--- src/rtl/core/mwce_pkg.sv ---
// mwce_pkg: shared codes, constants and control structs of the melt wipe column engine
// depends on nothing; used by mwce_ctrl, mwce_dp and melt_wipe_column_engine_core
package mwce_pkg;

	// item modes
	localparam logic [1:0] MODE_LOAD  = 2'd0;
	localparam logic [1:0] MODE_TICK  = 2'd1;
	localparam logic [1:0] MODE_QUERY = 2'd2;
	localparam logic [1:0] MODE_NOP   = 2'd3;

	// register indexes on the config port
	localparam logic [1:0] REG_COLUMN_COUNT  = 2'd0;
	localparam logic [1:0] REG_SCREEN_HEIGHT = 2'd1;
	localparam logic [1:0] REG_ROW_SCALE     = 2'd2;

	// register reset values
	localparam logic [9:0]  RST_COLUMN_COUNT  = 10'd160;
	localparam logic [10:0] RST_SCREEN_HEIGHT = 11'd200;
	localparam logic [3:0]  RST_ROW_SCALE     = 4'd1;

	// step rule: offset+1 below the fast limit, else a fixed slow step; times row_scale
	localparam int FAST_LIMIT = 16;
	localparam int SLOW_STEP  = 8;

	typedef struct packed {
		logic accept;     // input beat taken this cycle
		logic load_wr;    // write the latched load offset
		logic qread;      // read the queried column
		logic sweep_run;  // sweep reads may issue
		logic res_load;   // capture the result beat into the output register
	} cmd_t;

	typedef struct packed {
		logic sweep_idle; // no reads left and the update pipe is empty
	} sts_t;

endpackage

--- src/rtl/core/mwce_ctrl.sv ---
// mwce_ctrl: item sequencer and output beat valid of the melt wipe column engine
// depends on mwce_pkg (cmd_t, sts_t, mode codes)
module mwce_ctrl (
	input  logic               clk,
	input  logic               arst_n,
	input  logic               in_valid,
	input  logic [1:0]         mode,
	input  logic               out_ready,
	input  mwce_pkg::sts_t     sts,
	output mwce_pkg::cmd_t     cmd,
	output logic               in_ready,
	output logic               out_valid
);

	typedef enum logic [2:0] {
		S_IDLE,
		S_LOAD,
		S_QRD,
		S_SWEEP,
		S_FINISH
	} state_t;

	state_t state_q;
	logic   out_valid_q;

	always_comb begin
		cmd.accept    = in_valid && (state_q == S_IDLE);
		cmd.load_wr   = (state_q == S_LOAD);
		cmd.qread     = (state_q == S_QRD);
		cmd.sweep_run = (state_q == S_SWEEP);
		cmd.res_load  = (state_q == S_FINISH) && (!out_valid_q || out_ready);
	end

	assign in_ready  = (state_q == S_IDLE);
	assign out_valid = out_valid_q;

	always_ff @(posedge clk or negedge arst_n) begin
		if (!arst_n) begin
			state_q     <= S_IDLE;
			out_valid_q <= 1'b0;
		end else begin
			if (cmd.res_load) begin
				out_valid_q <= 1'b1;
			end else if (out_ready) begin
				out_valid_q <= 1'b0;
			end
			unique case (state_q)
				S_IDLE: begin
					if (in_valid) begin
						unique case (mode)
							mwce_pkg::MODE_LOAD:  state_q <= S_LOAD;
							mwce_pkg::MODE_QUERY: state_q <= S_QRD;
							mwce_pkg::MODE_TICK:  state_q <= S_SWEEP;
							default:              state_q <= S_FINISH;
						endcase
					end
				end
				S_LOAD:  state_q <= S_FINISH;
				S_QRD:   state_q <= S_FINISH;
				S_SWEEP: begin
					if (sts.sweep_idle) begin
						state_q <= S_FINISH;
					end
				end
				S_FINISH: begin
					if (cmd.res_load) begin
						state_q <= S_IDLE;
					end
				end
				default: state_q <= S_IDLE;
			endcase
		end
	end

endmodule

--- config.mk ---
export PLATFORM = sky130hd
export DESIGN_NAME = mwce_ctrl
export DESIGN_NICKNAME = d
export VERILOG_FILES = /design/src/rtl/core/mwce_pkg.sv /design/src/rtl/core/mwce_ctrl.sv
export SDC_FILE = /design/constraint.sdc
export NUM_CORES = 1
export LEC_CHECK = 0
export ABC_AREA = 1
export BUFFER_PORTS_ARGS = -buffer_cell sky130_fd_sc_hd__clkbuf_2
export CAP_MARGIN = 5
export CORE_AREA = 2 2 39 41
export DETAILED_ROUTE_END_ITERATION = 10
export DIE_AREA = 0 0 41 43
export SYNTH_ARGS = -nofsm -noshare
export SYNTH_HDL_FRONTEND = slang
export SYNTH_SLANG_ARGS = --single-unit
--- constraint.sdc ---
create_clock -name clk -period 2.7 [get_ports clk]
set_input_delay 0 -clock clk [delete_from_list [all_inputs] [get_ports clk]]
set_output_delay 0 -clock clk [all_outputs]
set_load 0.005 [all_outputs]
After elaboration in Yosys (flattened, before gate mapping)

Index checks and enable logic that the tools add are counted.

Bits of input ports: 7
Output and inout port bits: 7
Register bits: 4
Word-level logic and storage cells: 27

Reductions and logical operators: 9
Mux-type cells: 7
Equality and inequality tests: 9

Operators with widths:

| cell               | number |
|---|---|
| $pmux 3 s4         | 1 |
| $mux 3             | 3 |
| $pmux 3 s3         | 1 |
| $eq 3x2->1 const B | 2 |
| $ne 2x2->1 const B | 3 |
| $eq 3x1->1 const B | 1 |
| $eq 3x3->1 const B | 1 |
| $logic_not 3->1    | 1 |
| $reduce_and 3->1   | 1 |
| $eq 2x1->1 const B | 1 |
| $eq 2x2->1 const B | 1 |
| $logic_and 1x1->1  | 2 |
| $logic_not 2->1    | 1 |
| $mux 1             | 2 |
| $reduce_bool 2->1  | 1 |
| $reduce_or 2->1    | 1 |
| $logic_not 1->1    | 1 |
| $logic_or 1x1->1   | 1 |

Logic depth before layout (Yosys ltp)

Gate-level depths: netlist of run 1.

Word-level depth: 5
Gate-level depth with buffers: 6
Gate-level depth less buffers: 6

Worst setup path after synthesis of run 1

OpenSTA, ideal clock, no wires.

Path type: register -> register
From: register state_q[1]
To: register state_q[0]
Data required time: 2.579 ns
Path slack: 1.728 ns
Cell stages (with the launch flop): 5
Buffers on the path: 0
Period minus slack after synthesis: 0.972 ns
Library setup time: 0.121 ns
Arrival time: 0.852 ns
Cell sequence: dfrtp_1 nor2_2 nand3_1 nand2_1 o21ai_1

Word-level cells in the longest chain between the ends: 4
Elaborated cells on any way between the ends: 12

RTL lines:

| element                    | RTL line                         | RTL |
|---|---|---|
| from (decl)                | mwce_ctrl.sv:23                  | `state_t state_q;` |
| from (signal assigned)     | mwce_ctrl.sv:39                  | `state_q <= S_IDLE;` |
| from (signal assigned)     | mwce_ctrl.sv:51                  | `mwce_pkg::MODE_LOAD: state_q <= S_LOAD;` |
| from (signal assigned)     | mwce_ctrl.sv:52                  | `mwce_pkg::MODE_QUERY: state_q <= S_QRD;` |
| $eq 3x3->1                 | mwce_ctrl.sv:31, mwce_ctrl.sv:47 |  |
| $logic_and 1x1->1          | mwce_ctrl.sv:31                  | `cmd.res_load = (state_q == S_FINISH) && (!out_valid_q \|\| out_ready);` |
| $ne 2x2->1 (no line)       | -                                |  |
| $reduce_and 3->1 (no line) | -                                |  |

Several ways; a longest one is shown, not always the timed one.
A chain may end at the register's enable or synchronous reset.

==> results of run 1 <==
[metrics by stage]
step	utilization	worst slack, ns
6_report	0.3020	1.528
5_1_grt	0.3020	1.395
4_1_cts	0.3020	1.521
3_5_place_dp	0.2712	1.634
3_3_place_gp	0.2712	1.665
2_1_floorplan	-	1.728
[sequential cells by signal, indices dropped and copies added, names as in the netlist]
| signal | cells |
|---|---|
| out_valid | 1 |
| state_q | 3 |
[per-layer routing]
metal | track usage | vias to the layer above
met5 | 0 | -
met4 | 0.1200 | 0
met3 | 0.03141 | 4
met2 | 0.09375 | 11
met1 | 0.1078 | 123
li1 | - | 162
[critical path, stage by stage (launching register included)]
cell and delay [ns]:
dfrtp_1 0.44, nor4_1 0.33, clkbuf_2 0.17
[final cells by class]
class	instances	area (sq um)	area share
inverters	7	26.28	0.06287
well taps	16	20.02	0.04790
multi-input cells	29	163.9	0.3922
clock buffers	3	22.52	0.05389
repair buffers	15	85.08	0.2036
flip-flops and latches	4	100.1	0.2395
[layout by cell type, fill, tap and decap left out, drive strengths merged]
master	synthesis	layout
clkbuf	0	16
nand2	9	9
nor2	8	8
inv	7	7
dfrtp	4	4
ha	3	3
o21ai	3	3
nand3	2	2
dlygate4sd3	0	2
nor3	1	1
nor4	1	1
a21oi	1	1
nand4	1	1
[final timing paths]
path	endpoint	depth (start not counted)
setup / recovery	cmd[4]	2
hold / removal	state_q[1]$_DFFE_PN0P_	4
setup reg to reg	state_q[0]$_DFFE_PN0P_	4
hold reg to reg	out_valid$_DFFE_PN0P_	2
max in group asynchronous	state_q[1]$_DFFE_PN0P_	2
min in group asynchronous	out_valid$_DFFE_PN0P_	2
[logic make-up after synthesis]
group / share of synthesized area
and+or+nand+nor: 0.3664
buffers and inverters: 0.09050
AOI/OAI and AO/OA: 0.06893
DFF: 0.3448
adders and majority gates: 0.1293
[power groups by stage]
stage / Clock [mW] / Sequential, mW / Combinational [mW]
floorplan: 0 / 0.123 / 0.106
global placement: 0 / 0.127 / 0.170
detailed placement: 0 / 0.128 / 0.171
CTS: 0.0742 / 0.128 / 0.174
global route: 0.0809 / 0.134 / 0.203
finish: 0.0725 / 0.128 / 0.171
==> reports/results.ini, run 1 <==
[clock_tree]
cts_made_buffers=3
cts_tree=yes
clkSinkCount=4
htreeDepth=1
root_buffer=clkbuf_4
cts.clk_slew.worst_paths_ns=0.03
clk_latency_ns=0.23
clk_path_buf_depth=2
cts_setup_buffers=0
hold_buffers=2
cts_resized=0

[timing]
hold_slack_ns=0.04771
skew_ns=0.002654
worst_slew_pin_slew_ns=0.2685
fmax_ghz=0.8532
rsz0062_at_grt=false
setup-tns-final_ns=0
slew_headroom=0.8193
hold_violations=0
min_period_ns=1.172
setup_viol=0
drv_slew=0
fin_crit_sh=0.4341

[critical_path]
worst-endpoint-arrival_ns=1.17
cp-startpoint=state_q[1]$_DFFE_PN0P_
r2r_start=state_q[1]$_DFFE_PN0P_
startpoint_type=flop
reg2reg_slack_ns=1.63
cp_max_fo=6
crit_type=flop to output pin
worst-endpoint-required_ns=2.70
cp-end-kind=output pin

[route]
drc=0
ant_nets=0
route.met2.wl_um=245
highest_layer=met4
drtIter0Drc=2
wl_per_cell_um=7.527
vias_per_cell=4.054
drtPass1Iterations=2
wl_met1_um=244
routed-via-count=300
wl_met3_um=35
routed_wl_um=557

[power]
ir_drop_uv=408.4
p_total_uw=371.2
swShare=0.4212
pwr-share-clk=0.195
netSwitchingPower_uw=156.4
power_frac_comb=0.461
p_per_area_mw_per_mm2=888.3
pwr-share-seq=0.344
leakage_nw=0.2411
p_int_uw=214.9

[placement]
place_congestion=0.6722
placed_cells=69
hpwl_um=475
portBuffers=13
place_area_sq_um=375.4

[synthesis]
yosysMostFrequentCell=nand2_1
synth_edf_count=0
synth_fp_nets=50
synthTopCellsByCount=nand2_1, inv_1, nor2_1
yosysTopAreaCellShare=0.3448
ys_ff_latch=4
ys_types=15
synth-main-ff-cell=dfrtp_1
syn_inst=40
syn_area_sq_um=290.3
syn_avg_cell_area_sq_um=7.257
yosysSeqAreaShare=0.3448
ys_warn_count=0
yosysTopAreaCell=dfrtp_1
async_flop_share=1.000
synth.area.top_cells=dfrtp_1, ha_1, nand2_1

[finish]
syn_to_final_growth_pct=43.97
nFillCells=159
final_area_sq_um=417.9
stdcell_count=74
nNetsFinal=70
n_antenna_cell=0
drive_gt1_frac=0.3793

[global_routing]
gr-usage-all-layers=0.08779
grt_pass1_vias=243
grt_start_max_net_pins=8
overflow=0
antenna_found_initial=0
grt_pass1_wl_um=945

[floorplanning]
ios=14
dieArea_sq_mm=0.001763
die_w_um=41
core-area_sq_mm=0.001384
rows=14
fp.dieH_um=43
initial_core_util=0.2098

[flow_run]
cap_violations=0

[worst_hold_path]
hold_start=sts
hold_class=primary input to flop

[run_status]
status=complete, no violations

(Power assumes the default switching activity.)
==> inputs of run 2 (changes only) <==
- clock period: 2.7 -> 1 ns (I/O delays scaled with it)
==> run 2 against run 1 <==
- the run now ends with negative setup slack left
- die area stayed put
- hold slack barely moved
- design area increased by 22%
- global-route usage up 0.49 points
- clock skew is 0.00062 ns lower
- non-clock buffer count is 6 higher
- register-to-register slack worse by 1.7 ns
- setup slack got worse by 1.6 ns
- clock power grew to 2.6 times the previous value
- critical path type unchanged
- largest power group unchanged
==> reports/results.ini, run 2 (synthesized netlist as in run 1, its figures left out) <==
[run_status]
status=finished, violations left
violations=negative setup slack

[route]
routed_wl_um=639  ; +15%
wl_per_cell_um=7.988  ; +6.1%
drtPass1Iterations=2  ; unchanged
vias_per_cell=4.088  ; +0.83%
drc=0  ; unchanged
ant_nets=0  ; unchanged
drtIter0Drc=2  ; unchanged
routed-via-count=327  ; +9.0%

[critical_path]
worst-endpoint-required_ns=1.00  ; -1.70 ns
reg2reg_slack_ns=-0.06  ; -1.69 ns
crit_type=flop to output pin
cp_cell_sequence=nor4_2 -> buf_2
path_buf_inv=1  ; unchanged
crit_family=flip-flops
cp_max_fo=5  ; -1
startpoint_type=flop
worst-endpoint-arrival_ns=1.08  ; -0.09 ns
cp-end-kind=output pin
cp_slowest_cell=dfrtp_2
cp_slowest_stage_delay_ns=0.45  ; about the same

[clock_tree]
root_buffer=clkbuf_4
clk_path_buf_depth=2  ; unchanged
clk_latency_ns=0.23  ; about the same
cts_tree=yes
cts.clk_slew.worst_paths_ns=0.03  ; about the same
clkSinkCount=4  ; unchanged
cts_made_buffers=3  ; unchanged
htreeDepth=1  ; unchanged

[floorplanning]
core-area_sq_mm=0.001384  ; unchanged
ios=14  ; unchanged
die_w_um=41  ; unchanged
initial_core_util=0.2098  ; unchanged
fp.dieH_um=43  ; unchanged
rows=14  ; unchanged
dieArea_sq_mm=0.001763  ; unchanged

[global_routing]
grt_start_max_net_pins=8  ; unchanged
gr-usage-all-layers=0.09265  ; +0.004858
grt_pass1_wl_um=1062  ; +12%
overflow=0  ; unchanged
grt_pass1_vias=299  ; +23%
antenna_found_initial=0  ; unchanged

[finish]
n_antenna_cell=0  ; unchanged
stdcell_count=80  ; +8.1%
final_core_util=0.3689  ; +0.06691
top_register=state_q
layout_commonest_cell=clkbuf_2
drive_gt1_frac=0.5625  ; +0.1832
syn_to_final_growth_pct=75.86
nNetsFinal=76  ; +8.6%
largest_register_ffs=3  ; unchanged
layout_common_cells=clkbuf_2, inv_1, nand2_1, nor2_1

[timing]
setup_viol=9  ; +9
min_period_ns=1.084
rsz0062_at_grt=true
fin_crit_sh=1.084
slew_headroom=0.8615  ; +0.04215
drv_slew=0  ; unchanged
finalWorstSetupSlack_ns=-0.08425  ; -1.612 ns
skew_ns=0.002031  ; -0.0006233 ns
hold_violations=0  ; unchanged
worst_slew_pin_slew_ns=0.2078  ; -0.06075 ns
fmax_ghz=0.9223

[power]
ir_drop_uv=1016  ; +150%
p_per_area_mw_per_mm2=2618  ; +190%
leakage_nw=0.2749  ; +14%

[placement]
hpwl_um=498.9  ; +5.0%
placed_cells=72  ; +4.3%
portBuffers=13  ; unchanged
place_congestion=0.6614  ; -1.6%

[flow_run]
cap_violations=0  ; unchanged

[worst_hold_path]
hold_class=primary input to flop

==> run 2: cell count changes in the layout (fill, tap and decap cells not counted), moves of 2 or more <==
cell	change
clkbuf_2	-4
dfrtp_1	-3
buf_2	+4
nor2_4	+2
dfrtp_2	+3
buf_6	+2
buf_4	+4
==> run 2: power breakdown <==
group	switching [mW]	leakage [nW]	total (mW)	internal, mW
logic	0.325	0.213	0.747	0.422
registers	0.155	0.0477	0.398	0.243
clock network	0.0574	0.0138	0.191	0.134
==> run 2: path summary, 6_finish.rpt <==
path,start,to,cells past startpoint
setup / recovery,state_q[0]$_DFFE_PN0P_,cmd[4],2
hold / removal,sts,state_q[1]$_DFFE_PN0P_,4
setup reg to reg,state_q[0]$_DFFE_PN0P_,state_q[0]$_DFFE_PN0P_,5
hold reg to reg,out_valid$_DFFE_PN0P_,out_valid$_DFFE_PN0P_,2
max in group asynchronous,arst_n,state_q[0]$_DFFE_PN0P_,2
min in group asynchronous,arst_n,out_valid$_DFFE_PN0P_,2
==> run 2: timing repair <==
item,CTS,global route
hold endpoints to repair,5,0
resized for setup,10,8
setup buffers,4,0
endpoints found under the setup margin,9,10
pin swaps,4,2
hold buffers,2,0
==> run 2: per-layer routing <==
| layer | vias to the layer above | track usage | wire length, um |
|---|---|---|---|
| met1 | 145 | 0.09091 | 261 |
| met4 | 0 | 0.1000 | 0 |
| met3 | 0 | 0.01571 | 23 |
| li1 | 175 | - | - |
| met2 | 7 | 0.1438 | 355 |
| met5 | - | 0 | 0 |
==> run 2: area by class of cell <==
class	count	area, sq um
fill	149	873.3
multi-input combinational	29	200.2
timing repair buffer	21	137.6
sequential	4	103.9
inverter	7	26.28
clock buffer	3	22.52
tap	16	20.02
==> run 2: worst min-delay path: cells and delay by family <==
kind | cells | cell delay [ns]
AOI/OAI and AO/OA | 1 | 0.06
buffers and inverters | 2 | 0.10
and+or+nand+nor | 1 | 0.07
==> run 2: through the flow <==
step                instance area [sq um]  hold slack, ns  setup TNS, ns  setup slack (ns)  total power, mW
finish                              510.5         0.04801        -0.5816          -0.08425            1.336
global route                        510.5         0.06358         -1.180           -0.1353            1.456
CTS                                 495.5         0.04632        -0.7209           -0.1029            1.308
detailed placement                  397.9         -0.1866       -0.08486          -0.03543           0.9005
global placement                    397.9         -0.1889       -0.02349          -0.01239           0.8957
floorplan                           290.3         -0.2956              0           0.02761           0.6201
==> inputs of run 3 (changes only) <==
- CTS_BUF_LIST: unset -> sky130_fd_sc_hd__clkbuf_8
- REMOVE_ABC_BUFFERS: unset -> 1
==> run 3 against run 2 <==
- the flow still finishes with violations (negative setup slack)
- clock power is 73% higher
- first-iteration DRC count is 50% higher
- combinational power is 3.9% higher
- global-route usage is 0.10 points lower
- clock-buffer cell count stayed put
- clock skew is 0.0017 ns lower
- via count is 1.2% higher
- cell count stayed put
- critical path depth is 2 higher
==> reports/results.ini, run 3 (synthesized netlist as in run 1, its figures left out) <==
[run_status]
status=finished, violations left
violations=negative setup slack

[finish]
layout_common_cells=clkbuf_2, inv_1, nand2_1, nor2_1, buf_4
layout_commonest_cell=clkbuf_2
n_antenna_cell=0  ; unchanged
stdcell_count=80  ; unchanged
nNetsFinal=76  ; unchanged
final_core_util=0.3825  ; +0.01356
syn_to_final_growth_pct=82.33
top_register=state_q
final_area_sq_um=529.3  ; +3.7%
largest_register_ffs=3  ; unchanged
drive_gt1_frac=0.5625  ; unchanged

[power]
p_total_mw=1.506  ; +13%
pwr-share-clk=0.219  ; +0.076
power_frac_comb=0.515  ; -0.044
swShare=0.3785  ; -0.02382
ir_drop_uv=980.2  ; -3.6%
leakage_nw=0.2946  ; +7.2%
p_per_area_mw_per_mm2=2845  ; +8.7%
p_int_uw=936.0  ; +17%
netSwitchingPower_uw=570.0  ; +6.0%
pwr-share-seq=0.265  ; -0.033

[placement]
hpwl_um=498.9  ; unchanged
portBuffers=13  ; unchanged
pre_cts_slack_ns=-0.03543  ; unchanged
place_congestion=0.6614  ; unchanged
placed_cells=72  ; unchanged
place_area_sq_um=397.9  ; unchanged

[clock_tree]
clkSinkCount=4  ; unchanged
root_buffer=clkbuf_8
cts_tree=yes
cts_made_buffers=3  ; unchanged
clk_latency_ns=0.21  ; -0.02 ns
cts.clk_slew.worst_paths_ns=0.03  ; about the same
clk_path_buf_depth=2  ; unchanged
htreeDepth=1  ; unchanged

[timing]
worst_slew_pin_slew_ns=0.2101  ; +0.002364 ns
setup-tns-final_ns=-0.5452  ; +0.03642 ns
hold_slack_ns=0.008362  ; -0.03964 ns
fin_crit_sh=1.100  ; +0.01609
skew_ns=0.0003638  ; -0.001667 ns
slew_headroom=0.8599  ; -0.001576
drv_slew=0  ; unchanged
rsz0062_at_grt=true
setup_viol=9  ; unchanged
hold_violations=0  ; unchanged
fmax_ghz=0.9088  ; -1.5%
min_period_ns=1.100  ; +0.01609 ns
finalWorstSetupSlack_ns=-0.1003  ; -0.01609 ns

[critical_path]
startpoint_type=flop
worst-endpoint-arrival_ns=1.10  ; +0.02 ns
r2r_start=state_q[2]$_DFFE_PN0P_
cp_slowest_cell=dfrtp_2
cp_slowest_stage_delay_ns=0.46  ; about the same
r2r-end=state_q[0]$_DFFE_PN0P_
worst-endpoint-required_ns=1.00  ; about the same
cp_max_fo=5  ; unchanged
reg2reg_slack_ns=-0.06  ; about the same
crit_type=flop to output pin
cp_cell_sequence=nor2_4 -> nand2_2 -> nor2_1 -> buf_2
cp-end-kind=output pin
rr_worst_depth=5  ; unchanged

[route]
routed_wl_um=691  ; +8.1%
ant_nets=0  ; unchanged
vias_per_cell=4.138  ; +1.2%
drtPass1Iterations=3  ; +1
routed-via-count=331  ; +1.2%
drc=0  ; unchanged
wl_per_cell_um=8.638  ; +8.1%
drtIter0Drc=3  ; +1

[global_routing]
overflow=0  ; unchanged
grt_pass1_vias=293  ; -2.0%
antenna_found_initial=0  ; unchanged
grt_pass1_wl_um=1048  ; -1.3%
gr-usage-all-layers=0.09164  ; -0.001007
grt_start_max_net_pins=8  ; unchanged

[worst_hold_path]
hold_start=out_ready
worstHoldEndpoint=out_valid$_DFFE_PN0P_
whs_path_depth=2  ; -2
hold_class=primary input to flop

[floorplanning]
dieArea_sq_mm=0.001763  ; unchanged
initial_core_util=0.2098  ; unchanged
die_w_um=41  ; unchanged
ios=14  ; unchanged
fp.dieH_um=43  ; unchanged
rows=14  ; unchanged
core-area_sq_mm=0.001384  ; unchanged

[flow_run]
cap_violations=0  ; unchanged

-- run 3: how the worst max path moves through the flow --
stage	slack, ns	from	end
2_1_floorplan	0.03	state_q[1]$_DFFE_PN0P_	state_q[0]$_DFFE_PN0P_
4_1_cts	-0.09	state_q[0]$_DFFE_PN0P_	cmd[0]
3_5_place_dp	-0.04	state_q[1]$_DFFE_PN0P_	state_q[0]$_DFFE_PN0P_
5_1_grt	-0.15	state_q[1]$_DFFE_PN0P_	cmd[0]
3_3_place_gp	-0.01	state_q[1]$_DFFE_PN0P_	state_q[1]$_DFFE_PN0P_
6_report	-0.10	state_q[1]$_DFFE_PN0P_	cmd[0]
-- run 3: per-layer routing --
layer | up-vias | track usage | share of wire
li1 | 173 | - | -
met1 | 151 | 0.08766 | 0.39
met2 | 7 | 0.1438 | 0.58
met3 | 0 | 0.01571 | 0.033
met4 | 0 | 0.1000 | 0
met5 | - | 0 | 0
-- run 3: timing repair --
| action | CTS | global route |
|---|---|---|
| setup endpoints to repair | 8 | 10 |
| hold endpoints to repair | 4 | 0 |
| gates resized for setup | 6 | 11 |
| buffers inserted | 2 | 3 |
| pin swaps | 3 | 2 |
| hold buffers | 1 | 0 |
-- run 3: critical path: cells and delay by family (launching register included) --
kind                   cells  cell delay, ns
buffers and inverters      1            0.11
DFF                        1            0.46
and+or+nand+nor            3            0.32
-- run 3: power by group through the flow --
| stage | registers [mW] | logic [mW] | clock network (mW) |
|---|---|---|---|
| global placement | 0.334 | 0.561 | 0 |
| global route | 0.419 | 0.847 | 0.353 |
| finish | 0.400 | 0.776 | 0.330 |
| floorplan | 0.333 | 0.288 | 0 |
| CTS | 0.384 | 0.608 | 0.337 |
| detailed placement | 0.336 | 0.564 | 0 |
-- run 3: cell type report --
cell class              count  area (sq um)
repair buffers             21         138.9
flip-flops and latches      4         103.9
well taps                  16         20.02
clock buffers               3         41.29
multi-input cells          29         198.9
fillers                   148         854.6
inverters                   7         26.28
